File: config.mk
export PLATFORM = sky130hd
export DESIGN_NAME = vrlc_cfg_regs
export DESIGN_NICKNAME = d
export VERILOG_FILES = /design/src/design/vrlc_pkg.sv /design/src/design/vrlc_cfg_regs.sv
export SDC_FILE = /design/constraint.sdc
export NUM_CORES = 1
export LEC_CHECK = 0
export BUFFER_PORTS_ARGS = -buffer_cell sky130_fd_sc_hd__buf_4
export CAP_MARGIN = 20
export CELL_PAD_IN_SITES_DETAIL_PLACEMENT = 1
export CELL_PAD_IN_SITES_GLOBAL_PLACEMENT = 2
export CORE_MARGIN = 2
export CORE_UTILIZATION = 26
export CTS_BUF_LIST = sky130_fd_sc_hd__clkbuf_8
export CTS_CLUSTER_DIAMETER = 40
export DETAILED_ROUTE_END_ITERATION = 8
export GPL_TIMING_DRIVEN = 1
export PLACE_DENSITY_LB_ADDON = 0.1
export SLEW_MARGIN = 20
export SYNTH_ARGS = -nofsm -noshare
export SYNTH_HDL_FRONTEND = slang
export SYNTH_SLANG_ARGS = --single-unit
File: constraint.sdc
create_clock -name clk -period 1.2 [get_ports clk]
set_input_delay 0.06 -clock clk [delete_from_list [all_inputs] [get_ports clk]]
set_output_delay 0.06 -clock clk [all_outputs]
set_load 0.005 [all_outputs]
File: src/design/vrlc_pkg.sv
`timescale 1ns / 1ps
// Shared types and constants of the virtual series RLC step block.
package vrlc_pkg;

  // Fixed-point limits in Q12.20; DT_MIN_US and DT_MAX_US are in microseconds.
  localparam int DEADBAND_Q   = 157286;
  localparam int STATE_LIMIT  = 20971520;
  localparam int TORQUE_LIMIT = 125829;
  localparam int IQ_LIMIT     = 2097152;
  localparam int DT_MIN_US    = 100;
  localparam int DT_MAX_US    = 5000;
  localparam int LC_MIN       = 105;

  // Word and datapath widths.
  localparam int CFG_W      = 31;
  localparam int CFG_IDX_W  = 3;
  localparam int VEL_W      = 32;
  localparam int US_IN_W    = 32;
  localparam int US_W       = 13;
  localparam int STATE_W    = 26;
  localparam int TORQUE_W   = 18;
  localparam int IQ_W       = 23;
  localparam int IN_DATA_W  = 64;
  localparam int OUT_DATA_W = 96;

  // Divider geometry: 58-bit signed dividend, 51-bit divisor, 28 quotient bits.
  localparam int DIVIDEND_W = 58;
  localparam int MAG_W      = 56;
  localparam int DIVISOR_W  = 51;
  localparam int QUOT_W     = 28;

  // Register indexes on the configuration port.
  typedef enum logic [CFG_IDX_W-1:0] {
    REG_RESISTANCE  = 3'd0,
    REG_INDUCTANCE  = 3'd1,
    REG_CAPACITANCE = 3'd2,
    REG_VEL_GAIN    = 3'd3,
    REG_TORQUE_GAIN = 3'd4
  } reg_idx_t;

  // Current register values.
  typedef struct packed {
    logic [CFG_W-1:0] resistance;
    logic [CFG_W-1:0] inductance;
    logic [CFG_W-1:0] capacitance;
    logic [CFG_W-1:0] velocity_gain;
    logic [CFG_W-1:0] torque_gain;
  } vrlc_cfg_t;

  // Controller states.
  typedef enum logic [3:0] {
    ST_IDLE,
    ST_MUL_A,
    ST_NUM,
    ST_MUL_B,
    ST_DIVI_GO,
    ST_DIVI_WAIT,
    ST_DIVV_GO,
    ST_DIVV_WAIT,
    ST_TQ_MUL,
    ST_TQ,
    ST_IQ_MUL,
    ST_IQ,
    ST_DONE
  } ctrl_state_t;

  // Datapath operations issued by the controller.
  typedef enum logic [3:0] {
    OP_NONE,
    OP_LOAD,
    OP_CLEAR,
    OP_MUL_A,
    OP_NUM,
    OP_MUL_B,
    OP_DIVI_GO,
    OP_DIVI_WAIT,
    OP_DIVV_GO,
    OP_DIVV_WAIT,
    OP_TQ_MUL,
    OP_TQ,
    OP_IQ_MUL,
    OP_IQ,
    OP_OUT
  } dp_op_t;

  typedef struct packed {
    dp_op_t op;
  } dp_cmd_t;

  typedef struct packed {
    logic div_done;
  } dp_status_t;

endpackage

File: src/design/vrlc_cfg_regs.sv
`timescale 1ns / 1ps
// Configuration register file of the virtual RLC step block.
module vrlc_cfg_regs (
  input  logic                          clk,
  input  logic                          rst_n,
  input  logic                          cfg_valid,
  output logic                          cfg_ready,
  input  logic [vrlc_pkg::CFG_IDX_W-1:0] cfg_index,
  input  logic [vrlc_pkg::CFG_W-1:0]     cfg_data,
  output vrlc_pkg::vrlc_cfg_t           cfg
);
  import vrlc_pkg::*;

  vrlc_cfg_t        cfg_r;
  logic [CFG_W-1:0] lc_data;

  // Writes are always taken.
  assign cfg_ready = 1'b1;

  // Inductance and capacitance are only ever used with a floor of LC_MIN.
  assign lc_data = (cfg_data < CFG_W'(LC_MIN)) ? CFG_W'(LC_MIN) : cfg_data;

  // Register writes; indexes past the list are ignored.
  always_ff @(posedge clk) begin
    if (!rst_n) begin
      cfg_r.resistance    <= 31'd1572864;
      cfg_r.inductance    <= 31'd83886;
      cfg_r.capacitance   <= 31'd314573;
      cfg_r.velocity_gain <= 31'd1048576;
      cfg_r.torque_gain   <= 31'd20972;
    end else if (cfg_valid) begin
      case (cfg_index)
        REG_RESISTANCE:  cfg_r.resistance    <= cfg_data;
        REG_INDUCTANCE:  cfg_r.inductance    <= lc_data;
        REG_CAPACITANCE: cfg_r.capacitance   <= lc_data;
        REG_VEL_GAIN:    cfg_r.velocity_gain <= cfg_data;
        REG_TORQUE_GAIN: cfg_r.torque_gain   <= cfg_data;
        default: ;
      endcase
    end
  end

  assign cfg = cfg_r;

endmodule

==> results.md, run 1 <==
- H-tree depth: 4
- Maxcap violations: 0
- Final Setup Violations: 0
- Clock buffer count from CTS: 17
- Crit-path slowest cell: dlygate4sd3_1
- Reg2reg start: cfg[96]
- Routed Antenna Nets: 0
- Number of global-route vias before repair: 6095
- Drt total wl: 22900 um
- Die height: 154 um
- Number of fill cells in the layout: 2599
- Syn Nets: 736
- Critical Path Sink: cfg[33]
- Antenna violations before repair: 0
- Final Skew: 0 ns
- #FFs+latches synth: 155
- CP Launch Type: primary input
- Static leakage: 0.00351 uW
- Crit path kind: in2reg
- Data arrival, critical path: 1.49 ns
- Clk root buf: clkbuf_8
- Initial DRC Count: 190
- Post-Syn Area: 5810 um2
- RePlAce Congestion: 0.787
- Initial Util: 26.5%
- PwrDens: 1180 nW/um2
- Skew-Pair Late Insertion Delay: 0.43 ns
- Critical path, cell by cell: dlygate4sd3_1 -> buf_4 -> buf_4 -> a21boi_0
- Final worst-path cycle share: 94.7%
- # DRC: 0
- Global Route Usage Sum: 19.4%
- CTS tree: done
- Crit path top cell by count: buf_4
- Fraction of layout cells with a size suffix above 1: 31.5%
- First-pass GRT wire length: 35400 um
- I/O pin total: 193
- Crit-path max cell delay: 0.53 ns
- Reg2reg end: cfg[96]
- PortBufs: 191
- Fmax: 0.880 GHz
- Die Width: 154 um
- Max reg flops: 155
- Pre-antenna DRT Iters: 4
- Core area: 21900 um2
- Crit-path max FO: 30
- CP Launch Point: rst_n
- Peak supply drop: 627 uV
- Synthesized area per cell: 8.31 um2
- Final critical-path required period: 1.14 ns
- Reg2Reg Depth: 2
- Largest net degree at the start of global routing: 63
- Diode count: 0
- Ys Warns: 0
- Die ar.: 23600 um2
- Clock Sinks: 155
- Hold WC Path Type: in2reg
- CP required: 1.55 ns
- Slew Limit Fails: 0
- Area grow syn2layout: 45.8%
- Standard-cell rows: 54
- Routed wire per std cell: 18.7 um
- FF-to-FF setup slack: 0.48 ns
- Clk pin slew, worst setup/hold paths: 0.09 ns
- Hold Vio Cnt, Final: 0
- Overall power: 9990 uW
- Crit end category: flip-flop
- Post-synthesis instance total: 699
- Clk buf depth: 2
- Nets@finish: 974
- Seq/Total Area, Yosys: 53.4%
- Via Count: 5631
- Fin util: 38.7%
- Via density: 4.58
- RSZ-0062 raised after global routing: false
- Status: complete, no violations
- Hpwl dp: 16700 um
- GRT overflow: 0
- Post-synth cell types: 29
## routing by layer
| metal | vias up | wire length (um) | GRT usage [%] |
|---|---|---|---|
| li1 | 2742 | - | - |
| met1 | 2736 | 10300 | 24.7 |
| met2 | 140 | 11100 | 33.0 |
| met3 | 13 | 1270 | 5.10 |
| met4 | 0 | 252 | 4.59 |
| met5 | - | 0 | 0 |
## area by class of cell
class                           count  area (um2)  area share [%]
Sequential cell                   155        3100            36.6
Multi-Input combinational cell    489        2490            29.4
Timing Repair Buffer              274        2190            25.8
Tap cell                          280         350            4.14
Clock buffer                       17         234            2.76
Clock inverter                     14         109            1.28
## synth_stat cells (all sizes together)
master    n  area share (%)
nand3    29             2.5
and2b     1            0.13
nand4     1            0.11
a21oi     6            0.52
o211ai    4            0.52
nor2      5            0.32
buf      18             1.7
and3b     2            0.30
nor4      7             1.2
and3      2            0.22
nor2b     1            0.11
clkbuf   37             2.4
a21boi  118              15
dfxtp   155              53
conb      1           0.065
and2      1            0.11
nand2   291              19
or3       1            0.11
nor3      1           0.086
o31ai     2            0.26
a31oi     2            0.32
nand3b    2            0.26
o21ai     4            0.34
nor3b     8             1.0
## cell families (layout without fill, tap and decap cells)
logic type	count (synthesis)	after routing	share of synthesized area, %
other	1	1	0.0645
and+or+nand+nor	352	352	25.3
DFF	155	155	53.4
AOI/OAI and AO/OA	136	136	17.2
buffers and inverters	55	305	4.09
## metrics by stage
step / TNS (ns) / setup WS (ns) / std cells / hold WS, ns / area (um2)
final: 0 / 0.0639 / 1229 / 0.0231 / 8470
after CTS: 0 / 0.0123 / 1229 / 0.000595 / 8460
after global routing: 0 / 0.0182 / 1229 / 0.0100 / 8470
after detailed placement: -15.66 / -0.392 / 1186 / 0.432 / 8000
after global placement: -9.41 / -0.370 / 1186 / 0.431 / 8000
after floorplan: 0 / 0.0470 / 699 / 0.184 / 5810
## where the power goes
group          switching, uW  internal (uW)  total [uW]
registers               76.2           5260        5340
logic                    520            515        1040
clock network           2020           1600        3620
total                   2610           7380        9990
## critical path, delay by kind of cell
family / cells / cell delay (ns)
buffers and inverters: 3 / 1.16
AOI/OAI and AO/OA: 1 / 0.26
## placed cells by master (no fill, tap or decap), types with 2 or more instances in the layout
| cell type | instances |
|---|---|
| nor3b_1 | 8 |
| clkbuf_8 | 17 |
| o21ai_0 | 4 |
| nand3_1 | 27 |
| nand3b_1 | 2 |
| buf_4 | 254 |
| and3_1 | 2 |
| o31ai_1 | 2 |
| a21boi_1 | 2 |
| nor4_1 | 3 |
| buf_12 | 8 |
| clkinv_2 | 4 |
| inv_1 | 3 |
| o211ai_1 | 4 |
| and3b_1 | 2 |
| dlygate4sd3_1 | 12 |
| nor4_2 | 4 |
| nand2_1 | 291 |
| clkinvlp_4 | 4 |
| nand3_2 | 2 |
| dfxtp_1 | 155 |
| a21oi_1 | 6 |
| a21boi_0 | 116 |
| nor2_1 | 4 |
## worst min-delay path by stage
| stage | depth (start not counted) | end | startpoint |
|---|---|---|---|
| after floorplan | 2 | cfg[100] | cfg_data[7] |
| after global placement | 4 | cfg[3] | cfg_data[3] |
| after detailed placement | 2 | cfg[64] | rst_n |
| after CTS | 4 | cfg[5] | cfg_data[5] |
| after global routing | 4 | cfg[110] | cfg_data[17] |
| final | 4 | cfg[5] | cfg_data[5] |
## repair_timing
item	4_1_cts	5_1_grt
resized for setup	0	2
hold buffers	12	0
setup endpoints to repair	0	9
setup buffers	0	0
hold endpoints to repair	20	0
Note: power is estimated with default switching activity, not from simulation.
==> inputs of run 2 (changes only) <==
--- a/config.mk
+++ b/config.mk
@@ -8,9 +8,9 @@
 export BUFFER_PORTS_ARGS = -buffer_cell sky130_fd_sc_hd__buf_4
 export CAP_MARGIN = 20
 export CELL_PAD_IN_SITES_DETAIL_PLACEMENT = 1
-export CELL_PAD_IN_SITES_GLOBAL_PLACEMENT = 2
+export CELL_PAD_IN_SITES_GLOBAL_PLACEMENT = 1
 export CORE_MARGIN = 2
-export CORE_UTILIZATION = 26
+export CORE_UTILIZATION = 30
 export CTS_BUF_LIST = sky130_fd_sc_hd__clkbuf_8
 export CTS_CLUSTER_DIAMETER = 40
 export DETAILED_ROUTE_END_ITERATION = 8
@@ -20,3 +20,4 @@
 export SYNTH_ARGS = -nofsm -noshare
 export SYNTH_HDL_FRONTEND = slang
 export SYNTH_SLANG_ARGS = --single-unit
+export TNS_END_PERCENT = 20
==> run 2 against run 1 <==
Register-to-register slack worse by 0.06 ns. Critical path depth grew 4. Maximum frequency increased by 3.4%. Hold slack worse by 0.00078 ns. Total power increased by 5.4%. Clock skew stayed put. Combinational power about the same. Sequential power about the same. Critical endpoint is now cfg[64]. Largest power group unchanged.
==> results.md, run 2 (synthesis gave the netlist of run 1 again) <==
- Data arrival, critical path: 1.42 ns
- PortBufs: 191
- Post-CTS Setup Bufs: 0
- Most frequent cells in the layout: nand2_1 (291), buf_4 (250), dfxtp_1 (155), a21boi_0 (116), nand3_1 (27)
- Final Setup Violations: 0
- CP Launch Type: primary input
- Status: complete, no violations
- Clk pin slew, worst setup/hold paths: 0.08 ns
- Clk buf depth: 2
- Clk root buf: clkbuf_8
- Global Route Usage Sum: 21.8%
- Hold WC Path Type: in2reg
- Clock Sinks: 155
- Pre-CTS setup slack: -0.563 ns
- Overall power: 10500 uW
- Standard-cell rows: 50
- Crit path kind: in2reg
- First-pass GRT wire length: 33600 um
- Number of global-route vias before repair: 5991
- Skew-Pair Late Insertion Delay: 0.44 ns
- Diode count: 0
- Crit-path max FO: 6
- Max reg flops: 155
- Die Width: 143 um
- H-tree depth: 4
- Fmax: 0.911 GHz
- Die ar.: 20500 um2
- Maxcap violations: 0
- Antenna violations before repair: 0
- Peak supply drop: 665 uV
- Core area: 18800 um2
- Static leakage: 0.00356 uW
- Clock buffer count from CTS: 17
- Sequential cell area: 3100 um2
- PwrDens: 1220 nW/um2
- Multi-input gate area: 2500 um2
- Die height: 143 um
- FF-to-FF setup slack: 0.42 ns
- CTS tree: done
- Commonest non-fill, non-tap cell in the layout: nand2_1
- Via density: 4.68
- Crit end category: flip-flop
- I/O pin total: 193
- Fraction of layout cells with a size suffix above 1: 31.6%
- Final critical-path required period: 1.10 ns
- RSZ-0062 raised after global routing: false
- Largest net degree at the start of global routing: 61
- Initial Util: 30.9%
- Via Count: 5668
- TNS Setup: 0 ns
- Area grow syn2layout: 48.0%
- RePlAce Congestion: 0.752
- Number of fill cells in the layout: 2270
- Routed wire per std cell: 18.3 um
- Pre-antenna DRT Iters: 4
- Drt total wl: 22200 um
- Final Skew: 0 ns
- Routed Antenna Nets: 0
- Hpwl dp: 16200 um
- # DRC: 0
- Initial DRC Count: 201
- GRT overflow: 0
- Hold Vio Cnt, Final: 0
- CP required: 1.52 ns
- Nets@finish: 978
- Final worst-path cycle share: 91.5%
- Slew Limit Fails: 0
- Worst setup margin: 0.102 ns
run 2: changes by cell type in the layout (fill, tap and decap cells not counted), sizes merged:
cell / change
dlygate4sd3: +4
inv: -3
bufinv: +2
clkbuf: +2
clkinv: -1
clkinvlp: -1
run 2: area by class of cell:
type / instances / share of cell area (%)
Sequential cell: 155 / 36.1
Multi-Input combinational cell: 489 / 29.1
Timing Repair Buffer: 278 / 26.4
Tap cell: 260 / 3.78
Clock buffer: 19 / 3.04
Clock inverter: 11 / 1.69
run 2: layer usage:
metal	GRT usage [%]	vias to the layer above	share of wire [%]	wire (um)
li1	-	2755	-	-
met1	26.5	2753	43	9610
met2	38.3	139	50	11000
met3	5.06	21	5.8	1300
met4	6.10	0	1.2	270
met5	0	-	0	0
run 2: metrics by stage:
step                      cells  hold slack (ns)  area (um2)  util [%]
after floorplan             699            0.184        5810         -
after CTS                  1212          0.00164        8590      45.6
after global routing       1212           0.0129        8600      45.7
after detailed placement   1166            0.386        8010      42.6
after global placement     1166            0.370        8010      42.6
final                      1212           0.0223        8600      45.7
run 2: path summary, 6_finish.rpt:
path | to | cells past startpoint | start
setup / recovery | cfg[64] | 8 | cfg_data[12]
setup reg to reg | cfg[96] | 2 | cfg[96]
hold / removal | cfg[12] | 4 | cfg_data[12]
hold reg to reg | cfg[150] | 2 | cfg[150]
run 2: what timing repair did:
item | 4_1_cts | 5_1_grt
resized for setup | 1 | 3
endpoints found under the setup margin | 11 | 10
hold buffers | 16 | 0
hold endpoints to repair | 26 | 0
run 2: where the power goes:
group          total, uW  switching [uW]  internal (uW)
Clock               4140            2000           2140
Combinational       1050             523            532
Sequential          5340            73.7           5260
Total              10500            2590           7940
run 2: worst max-delay path: stages:
cell      delay (ns)
buf_4           0.14
nor4_4          0.34
buf_4           0.17
nand4_1         0.11
buf_4           0.16
nor3_2          0.17
buf_4           0.16
o211ai_1        0.10
