<file path="src/design/vrlc_pkg.sv">
`timescale 1ns / 1ps
// Shared types and constants of the virtual series RLC step block.
package vrlc_pkg;

  // Fixed-point limits in Q12.20; DT_MIN_US and DT_MAX_US are in microseconds.
  localparam int DEADBAND_Q   = 157286;
  localparam int STATE_LIMIT  = 20971520;
  localparam int TORQUE_LIMIT = 125829;
  localparam int IQ_LIMIT     = 2097152;
  localparam int DT_MIN_US    = 100;
  localparam int DT_MAX_US    = 5000;
  localparam int LC_MIN       = 105;

  // Word and datapath widths.
  localparam int CFG_W      = 31;
  localparam int CFG_IDX_W  = 3;
  localparam int VEL_W      = 32;
  localparam int US_IN_W    = 32;
  localparam int US_W       = 13;
  localparam int STATE_W    = 26;
  localparam int TORQUE_W   = 18;
  localparam int IQ_W       = 23;
  localparam int IN_DATA_W  = 64;
  localparam int OUT_DATA_W = 96;

  // Divider geometry: 58-bit signed dividend, 51-bit divisor, 28 quotient bits.
  localparam int DIVIDEND_W = 58;
  localparam int MAG_W      = 56;
  localparam int DIVISOR_W  = 51;
  localparam int QUOT_W     = 28;

  // Register indexes on the configuration port.
  typedef enum logic [CFG_IDX_W-1:0] {
    REG_RESISTANCE  = 3'd0,
    REG_INDUCTANCE  = 3'd1,
    REG_CAPACITANCE = 3'd2,
    REG_VEL_GAIN    = 3'd3,
    REG_TORQUE_GAIN = 3'd4
  } reg_idx_t;

  // Current register values.
  typedef struct packed {
    logic [CFG_W-1:0] resistance;
    logic [CFG_W-1:0] inductance;
    logic [CFG_W-1:0] capacitance;
    logic [CFG_W-1:0] velocity_gain;
    logic [CFG_W-1:0] torque_gain;
  } vrlc_cfg_t;

  // Controller states.
  typedef enum logic [3:0] {
    ST_IDLE,
    ST_MUL_A,
    ST_NUM,
    ST_MUL_B,
    ST_DIVI_GO,
    ST_DIVI_WAIT,
    ST_DIVV_GO,
    ST_DIVV_WAIT,
    ST_TQ_MUL,
    ST_TQ,
    ST_IQ_MUL,
    ST_IQ,
    ST_DONE
  } ctrl_state_t;

  // Datapath operations issued by the controller.
  typedef enum logic [3:0] {
    OP_NONE,
    OP_LOAD,
    OP_CLEAR,
    OP_MUL_A,
    OP_NUM,
    OP_MUL_B,
    OP_DIVI_GO,
    OP_DIVI_WAIT,
    OP_DIVV_GO,
    OP_DIVV_WAIT,
    OP_TQ_MUL,
    OP_TQ,
    OP_IQ_MUL,
    OP_IQ,
    OP_OUT
  } dp_op_t;

  typedef struct packed {
    dp_op_t op;
  } dp_cmd_t;

  typedef struct packed {
    logic div_done;
  } dp_status_t;

endpackage

</file>
<file path="src/design/vrlc_ctrl.sv">
`timescale 1ns / 1ps
// Controller state machine sequencing the RLC step datapath and the output word.
module vrlc_ctrl (
  input  logic                   clk,
  input  logic                   rst_n,
  input  logic                   in_valid,
  input  logic                   in_mode,
  output logic                   in_ready,
  input  logic                   out_ready,
  output logic                   out_valid,
  input  vrlc_pkg::dp_status_t   status,
  output vrlc_pkg::dp_cmd_t      cmd
);
  import vrlc_pkg::*;

  ctrl_state_t state_r;
  ctrl_state_t state_nxt;
  logic        out_vld_r;
  logic        out_vld_nxt;
  logic        out_free;

  // The output register can take a word when empty or being drained.
  assign out_free = !out_vld_r || out_ready;

  // Next state.
  always_comb begin
    state_nxt = state_r;
    case (state_r)
      ST_IDLE: begin
        if (in_valid) begin
          state_nxt = in_mode ? ST_DONE : ST_MUL_A;
        end
      end
      ST_MUL_A:     state_nxt = ST_NUM;
      ST_NUM:       state_nxt = ST_MUL_B;
      ST_MUL_B:     state_nxt = ST_DIVI_GO;
      ST_DIVI_GO:   state_nxt = ST_DIVI_WAIT;
      ST_DIVI_WAIT: begin
        if (status.div_done) begin
          state_nxt = ST_DIVV_GO;
        end
      end
      ST_DIVV_GO:   state_nxt = ST_DIVV_WAIT;
      ST_DIVV_WAIT: begin
        if (status.div_done) begin
          state_nxt = ST_TQ_MUL;
        end
      end
      ST_TQ_MUL:    state_nxt = ST_TQ;
      ST_TQ:        state_nxt = ST_IQ_MUL;
      ST_IQ_MUL:    state_nxt = ST_IQ;
      ST_IQ:        state_nxt = ST_DONE;
      ST_DONE: begin
        if (out_free) begin
          state_nxt = ST_IDLE;
        end
      end
      default:      state_nxt = ST_IDLE;
    endcase
  end

  // Outputs: datapath operation, input ready and output valid.
  always_comb begin
    cmd.op      = OP_NONE;
    in_ready    = 1'b0;
    out_vld_nxt = out_vld_r && !out_ready;
    case (state_r)
      ST_IDLE: begin
        in_ready = 1'b1;
        if (in_valid) begin
          cmd.op = in_mode ? OP_CLEAR : OP_LOAD;
        end
      end
      ST_MUL_A:     cmd.op = OP_MUL_A;
      ST_NUM:       cmd.op = OP_NUM;
      ST_MUL_B:     cmd.op = OP_MUL_B;
      ST_DIVI_GO:   cmd.op = OP_DIVI_GO;
      ST_DIVI_WAIT: cmd.op = OP_DIVI_WAIT;
      ST_DIVV_GO:   cmd.op = OP_DIVV_GO;
      ST_DIVV_WAIT: cmd.op = OP_DIVV_WAIT;
      ST_TQ_MUL:    cmd.op = OP_TQ_MUL;
      ST_TQ:        cmd.op = OP_TQ;
      ST_IQ_MUL:    cmd.op = OP_IQ_MUL;
      ST_IQ:        cmd.op = OP_IQ;
      ST_DONE: begin
        if (out_free) begin
          cmd.op      = OP_OUT;
          out_vld_nxt = 1'b1;
        end
      end
      default: ;
    endcase
  end

  // State and output-valid registers.
  always_ff @(posedge clk) begin
    if (!rst_n) begin
      state_r   <= ST_IDLE;
      out_vld_r <= 1'b0;
    end else begin
      state_r   <= state_nxt;
      out_vld_r <= out_vld_nxt;
    end
  end

  assign out_valid = out_vld_r;

endmodule

</file>
<file path="config.mk">
export PLATFORM = sky130hd
export DESIGN_NAME = vrlc_ctrl
export DESIGN_NICKNAME = d
export VERILOG_FILES = /design/src/design/vrlc_pkg.sv /design/src/design/vrlc_ctrl.sv
export SDC_FILE = /design/constraint.sdc
export NUM_CORES = 1
export LEC_CHECK = 0
export BUFFER_PORTS_ARGS = -buffer_cell sky130_fd_sc_hd__buf_2
export CAP_MARGIN = 20
export CELL_PAD_IN_SITES_DETAIL_PLACEMENT = 1
export CELL_PAD_IN_SITES_GLOBAL_PLACEMENT = 2
export CORE_UTILIZATION = 25
export DETAILED_ROUTE_END_ITERATION = 16
export PLACE_DENSITY = 0.76
export RECOVER_POWER = 25
export SYNTH_ARGS = -nofsm -noshare
export SYNTH_HDL_FRONTEND = slang
export SYNTH_SLANG_ARGS = --single-unit
</file>
<file path="constraint.sdc">
create_clock -name clk -period 1.51 [get_ports clk]
set_input_delay 0.453 -clock clk [delete_from_list [all_inputs] [get_ports clk]]
set_output_delay 0.453 -clock clk [all_outputs]
set_load 0.1 [all_outputs]
</file>
==> flow_summary.toml, run 1 <==
[run_status]
outcome = "complete, but fails checks"
violations = "setup timing"

[timing]
worst-slew-pin-transition_ns = 0.3436
period_minus_slack_ns = 1.846
fin_crit_sh_pct = 122.3
max_freq_ghz = 0.5417
slew_headroom_pct = 77.01
rsz0062_at_grt = "yes"
finalHoldViolCount = 0
setup_violations = 5
clock_skew_ns = 0.007476
layout_setup_ws_ns = -0.3362
drv_slew = 0

[placed_design]
place_congestion = 0.7889
place_ws_ns = -0.2478
placed_area_sq_um = 783.3
place_inst = 97
dp_hpwl_mm = 1.179
port_buffers = 11

[power_and_ir_drop]
combPwrFrac_pct = 81.2
seq_power_share_pct = 10.8
p_per_area_nw_per_um2 = 2209
power_mw = 1.971
switching_share_pct = 52.83
vdd_drop_max_v = 0.001706
p_sw_mw = 1.041
power.share.clock_pct = 8.0
leakage_nw = 0.3824
intPower_mw = 0.9298

[routing]
drtIter0Drc = 1
vias_per_cell = 5.028
ant_nets = 0
num_vias = 538
routedWlPerCell_um = 14.97
drc = 0
dr.pass1.iters = 2
totalWireLength_mm = 1.602

[yosys]
synthFlopType = "dfxtp_1"
ys_ff_latch = 5
synthTopCellsByArea = "dfxtp_1 25%, o21ai_0 8.8%, nor2b_1 6.3%"
synth-async-reset-ratio_pct = 0
synthCells = 53
synth_nets = 59
synth_largest_area_cell = "dfxtp_1"
yosys-mux-area-fraction_pct = 2.830
synth_warnings = 0
synth.top_cells.by_count = "7 x o21ai_0, 5 x dfxtp_1, 5 x nor2_1"
synth-simple-area-share_pct = 35.85
ys_seq_area_share_pct = 25.16
syn_area_sq_um = 397.9
synth_xor_area_share_pct = 0
synth_compound_area_share_pct = 27.99
syn_avg_cell_area_sq_um = 7.507
synth-edff-count = 0
synthAdderAreaFrac_pct = 0
synth.most_common_cell = "o21ai_0"
synth_top_area_share_pct = 25.16
synth.distinct_cells = 28
synth_top_family_by_area = "simple AND/OR/NAND/NOR gates"

[flow_run]
drv_cap = 0

[layout]
antenna_cells_inserted = 0
final_area_sq_um = 892.1
final_core_util_pct = 59.92
final.fill_count = 161
seq_area_sq_um = 111.4
multi_input_area_sq_um = 371.6
fin_cells = 107
layout.nets = 98
syn2layout_area_growth_pct = 124.2
drive_above_1_share_pct = 68.13

[grt]
track_usage_pct = 20.38
top_usage_layer = "met2"
grt-ovfl-total = 0
grt.met1_usage_pct = 27.27
grt_pass1_vias = 554
grt_use_met3_pct = 8.261
grt_pass1_wl_mm = 2.656
grt_start_max_net_pins = 8
use_met2_pct = 31.87
antenna_found_initial = 0

[critical_path]
slowest_delay_ns = 0.31
cp_max_fo = 4
ff2ff_setup_slack_ns = 0.07
start_kind = "flop"
worstPathArrival_ns = 1.39
crit_path_top_delay_cell = "dfxtp_2"
crit_buf_inv = 2
crit_family = "compound AO/OA/AOI/OAI gates"
rr_endpoint = "state_r[2]"
cp.required_ns = 1.06
rr_startpoint = "state_r[1]"
crit_chain = "buf_4 -> o21ai_4 -> nor2_1 -> a311oi_4 -> buf_12"
setup.worst_path.class = "flop to output pin"
critPathCaptureType = "output pin"
reg2reg_depth = 6

[min_path]
whs_endpoint = "state_r[2]"
hp-class = "input pin to flop"
min_path_cells = 2
hp-start = "rst_n"

[clock_tree]
path_clk_slew_ns = 0.05
clock_sinks = 5
clockBufferDepth = 2
ctsHoldBuffers = 0
clkLatencyLatePin_ns = 0.25
htreeDepth = 1
cts_made_buffers = 3
cts_tree = "done"
root_buffer = "clkbuf_4"

[floorplanning]
ios = 12
num_rows = 14
initial_core_util_pct = 26.72
fp.dieW_um = 41.90
die_area_sq_um = 1755
die_h_um = 41.90
core_area_sq_um = 1489
==> how the worst max path moves through the flow <==
stage	startpoint	end	cells past startpoint
after floorplan	out_valid	cmd[1]	4
after global placement	out_ready	cmd[1]	6
after detailed placement	out_ready	cmd[1]	6
after CTS	state_r[0]	cmd[1]	5
after global routing	state_r[0]	cmd[1]	5
final	state_r[0]	cmd[1]	5
==> cell families (layout without fill, tap and decap cells) <==
group | count (synthesis) | after routing
mux | 1 | 1
buf+inv | 6 | 44
compound gates | 17 | 17
simple gates | 24 | 24
flops | 5 | 5
==> cell type report <==
cell class	instances	area share (%)
Sequential cell	5	12.48
Timing Repair Buffer	37	39.41
Tap cell	16	2.244
Inverter	3	1.262
Clock buffer	4	2.945
Multi-Input combinational cell	42	41.65
==> per-layer routing <==
layer | vias up | share of wire (%) | routed length (um)
met1 | 260 | 46 | 734
met2 | 9 | 50 | 809
met5 | - | 0 | 0
li1 | 269 | - | -
met3 | 0 | 3.7 | 59
met4 | 0 | 0 | 0
==> sequential cells by signal, summed over array words and instances, names as in the netlist <==
signal	cells
out_valid	1
state_r	4
==> placed cells by master, fill, tap and decap left out, types with 2 or more instances in the layout <==
master	n
o21ai_4	3
dfxtp_2	3
clkbuf_4	3
buf_2	5
nor2_1	5
o21ai_2	2
buf_12	6
o21ai_0	2
inv_2	2
dfxtp_4	2
nor2b_1	3
buf_6	3
buf_4	23
nand2_1	3
==> per-stage QoR <==
step / TNS (ns) / hold WS (ns)
after CTS: -1.435 / 0.4914
after global routing: -1.712 / 0.4962
after global placement: -0.7727 / 0.6220
after floorplan: -1.292 / 0.5798
final: -1.479 / 0.5054
after detailed placement: -0.7965 / 0.6331
==> power by group through the flow <==
stage / registers (mW) / logic (mW) / clock network (mW)
floorplan: 0.205 / 0.964 / 0
global placement: 0.202 / 1.53 / 0
detailed placement: 0.204 / 1.54 / 0
CTS: 0.210 / 1.59 / 0.164
global route: 0.217 / 1.67 / 0.174
finish: 0.214 / 1.60 / 0.157
==> what timing repair did <==
action,4_1_cts,5_1_grt
setup endpoints to repair,5,5
endpoints found under the hold margin,0,0
pin swaps,2,2
setup buffers,3,3
resized for setup,12,1
Note: power is estimated with default switching activity, not from simulation.
==> inputs of run 2 (changes only) <==
--- a/config.mk
+++ b/config.mk
@@ -13,6 +13,7 @@
 export DETAILED_ROUTE_END_ITERATION = 16
 export PLACE_DENSITY = 0.76
 export RECOVER_POWER = 25
+export SETUP_SLACK_MARGIN = 0.15
 export SYNTH_ARGS = -nofsm -noshare
 export SYNTH_HDL_FRONTEND = slang
 export SYNTH_SLANG_ARGS = --single-unit
==> flow_summary.toml, run 2 (synthesis gave the netlist of run 1 again) <==
[routing]
totalWireLength_mm = 1.671
drtIter0Drc = 4
num_vias = 543
drc = 0
routedWlPerCell_um = 15.76
vias_per_cell = 5.123
dr.pass1.iters = 2
ant_nets = 0

[power_and_ir_drop]
intPower_mw = 0.9496
power_mw = 2.014
p_sw_mw = 1.064
seq_power_share_pct = 10.8
leakage_nw = 0.3964
power.share.clock_pct = 7.7
vdd_drop_max_v = 0.001737
p_per_area_nw_per_um2 = 2211
switching_share_pct = 52.84
combPwrFrac_pct = 81.4

[min_path]
hp-class = "input pin to flop"
hp-start = "rst_n"

[grt]
grt_start_max_net_pins = 8
antenna_found_initial = 0
grt_pass1_vias = 564
grt-ovfl-total = 0
grt_pass1_wl_mm = 2.760
track_usage_pct = 21.37

[timing]
finalHoldViolCount = 0
drv_slew = 0
period_minus_slack_ns = 1.847
slew_headroom_pct = 76.80
fin_crit_sh_pct = 122.3
max_freq_ghz = 0.5414
worst-slew-pin-transition_ns = 0.3467
setup_violations = 5
layout_setup_ws_ns = -0.3372
rsz0062_at_grt = "yes"
clock_skew_ns = 0.006326
hold-worst-slack_ns = 0.5057
setup_tns_ns = -1.485

[critical_path]
setup.worst_path.class = "flop to output pin"
start_kind = "flop"
slowest_delay_ns = 0.31
cp.required_ns = 1.06
crit_path_top_delay_cell = "dfxtp_2"
crit_chain = "buf_4 -> o21ai_4 -> nor2_1 -> a311oi_4 -> buf_12"
ff2ff_setup_slack_ns = 0.13
cp-startpoint = "state_r[0]"
worstPathArrival_ns = 1.39
rr_startpoint = "state_r[0]"
crit_family = "compound AO/OA/AOI/OAI gates"
critPathCaptureType = "output pin"
cp_max_fo = 4
crit_buf_inv = 2

[clock_tree]
ctsHoldBuffers = 0
root_buffer = "clkbuf_4"
path_clk_slew_ns = 0.05
htreeDepth = 1
cts_tree = "done"
clockBufferDepth = 2
cts_made_buffers = 3
clock_sinks = 5
clkLatencyLatePin_ns = 0.25

[floorplanning]
fp.dieW_um = 41.90
core_area_sq_um = 1489
die_h_um = 41.90
die_area_sq_um = 1755
ios = 12
num_rows = 14
initial_core_util_pct = 26.72

[layout]
largest_register_ffs = 4
largest_register = "state_r"
drive_above_1_share_pct = 70.00
antenna_cells_inserted = 0
layout.nets = 97
final_common_cell = "buf_4"
final_cell_mix = "19 x buf_4, 6 x buf_12, 6 x buf_6"
syn2layout_area_growth_pct = 128.9
final.fill_count = 159

[placed_design]
port_buffers = 11
dp_hpwl_mm = 1.179
place_congestion = 0.7889
place_ws_ns = -0.2478

[run_status]
outcome = "complete, but fails checks"
violations = "setup timing"

[flow_run]
drv_cap = 0
run 2: layout make-up:
cell class	instances	area, sq um	area share (%)
Tap cell	16	20.02	2.198
Sequential cell	5	111.4	12.23
Clock buffer	4	26.28	2.885
Timing Repair Buffer	36	355.3	39.01
Multi-Input combinational cell	42	386.6	42.45
Inverter	3	11.26	1.236
run 2: metrics by stage:
| stage | util [%] | cell area (sq um) | std cells |
|---|---|---|---|
| after floorplan | - | 495.5 | 53 |
| after global placement | 52.61 | 783.3 | 97 |
| after detailed placement | 52.61 | 783.3 | 97 |
| after CTS | 59.75 | 889.6 | 104 |
| after global routing | 61.18 | 910.9 | 106 |
| final | 61.18 | 910.9 | 106 |
run 2: metal layers:
| layer | routed length (um) | vias to the layer above | track usage [%] |
|---|---|---|---|
| met5 | 0 | - | 0 |
| met2 | 841 | 13 | 32.50 |
| met1 | 726 | 257 | 27.81 |
| met4 | 36 | 0 | 5.806 |
| li1 | - | 269 | - |
| met3 | 67 | 4 | 8.696 |
run 2: power groups by stage:
stage / combinational (mW) / sequential [mW] / clock, mW
after global routing: 1.71 / 0.222 / 0.174
after global placement: 1.53 / 0.202 / 0
after detailed placement: 1.54 / 0.204 / 0
after floorplan: 0.964 / 0.205 / 0
final: 1.64 / 0.218 / 0.156
after CTS: 1.62 / 0.213 / 0.164
run 2: what timing repair did:
action | CTS | global route
pin swaps | 4 | 2
setup buffers | 3 | 2
resized for setup | 18 | 4
endpoints found under the hold margin | 0 | 0
endpoints found under the setup margin | 6 | 8
run 2: path summary, 6_finish.rpt:
path / to / depth (start not counted)
hold / removal: state_r[2] / 2
setup reg to reg: state_r[2] / 6
setup / recovery: cmd[1] / 5
hold reg to reg: out_valid / 2
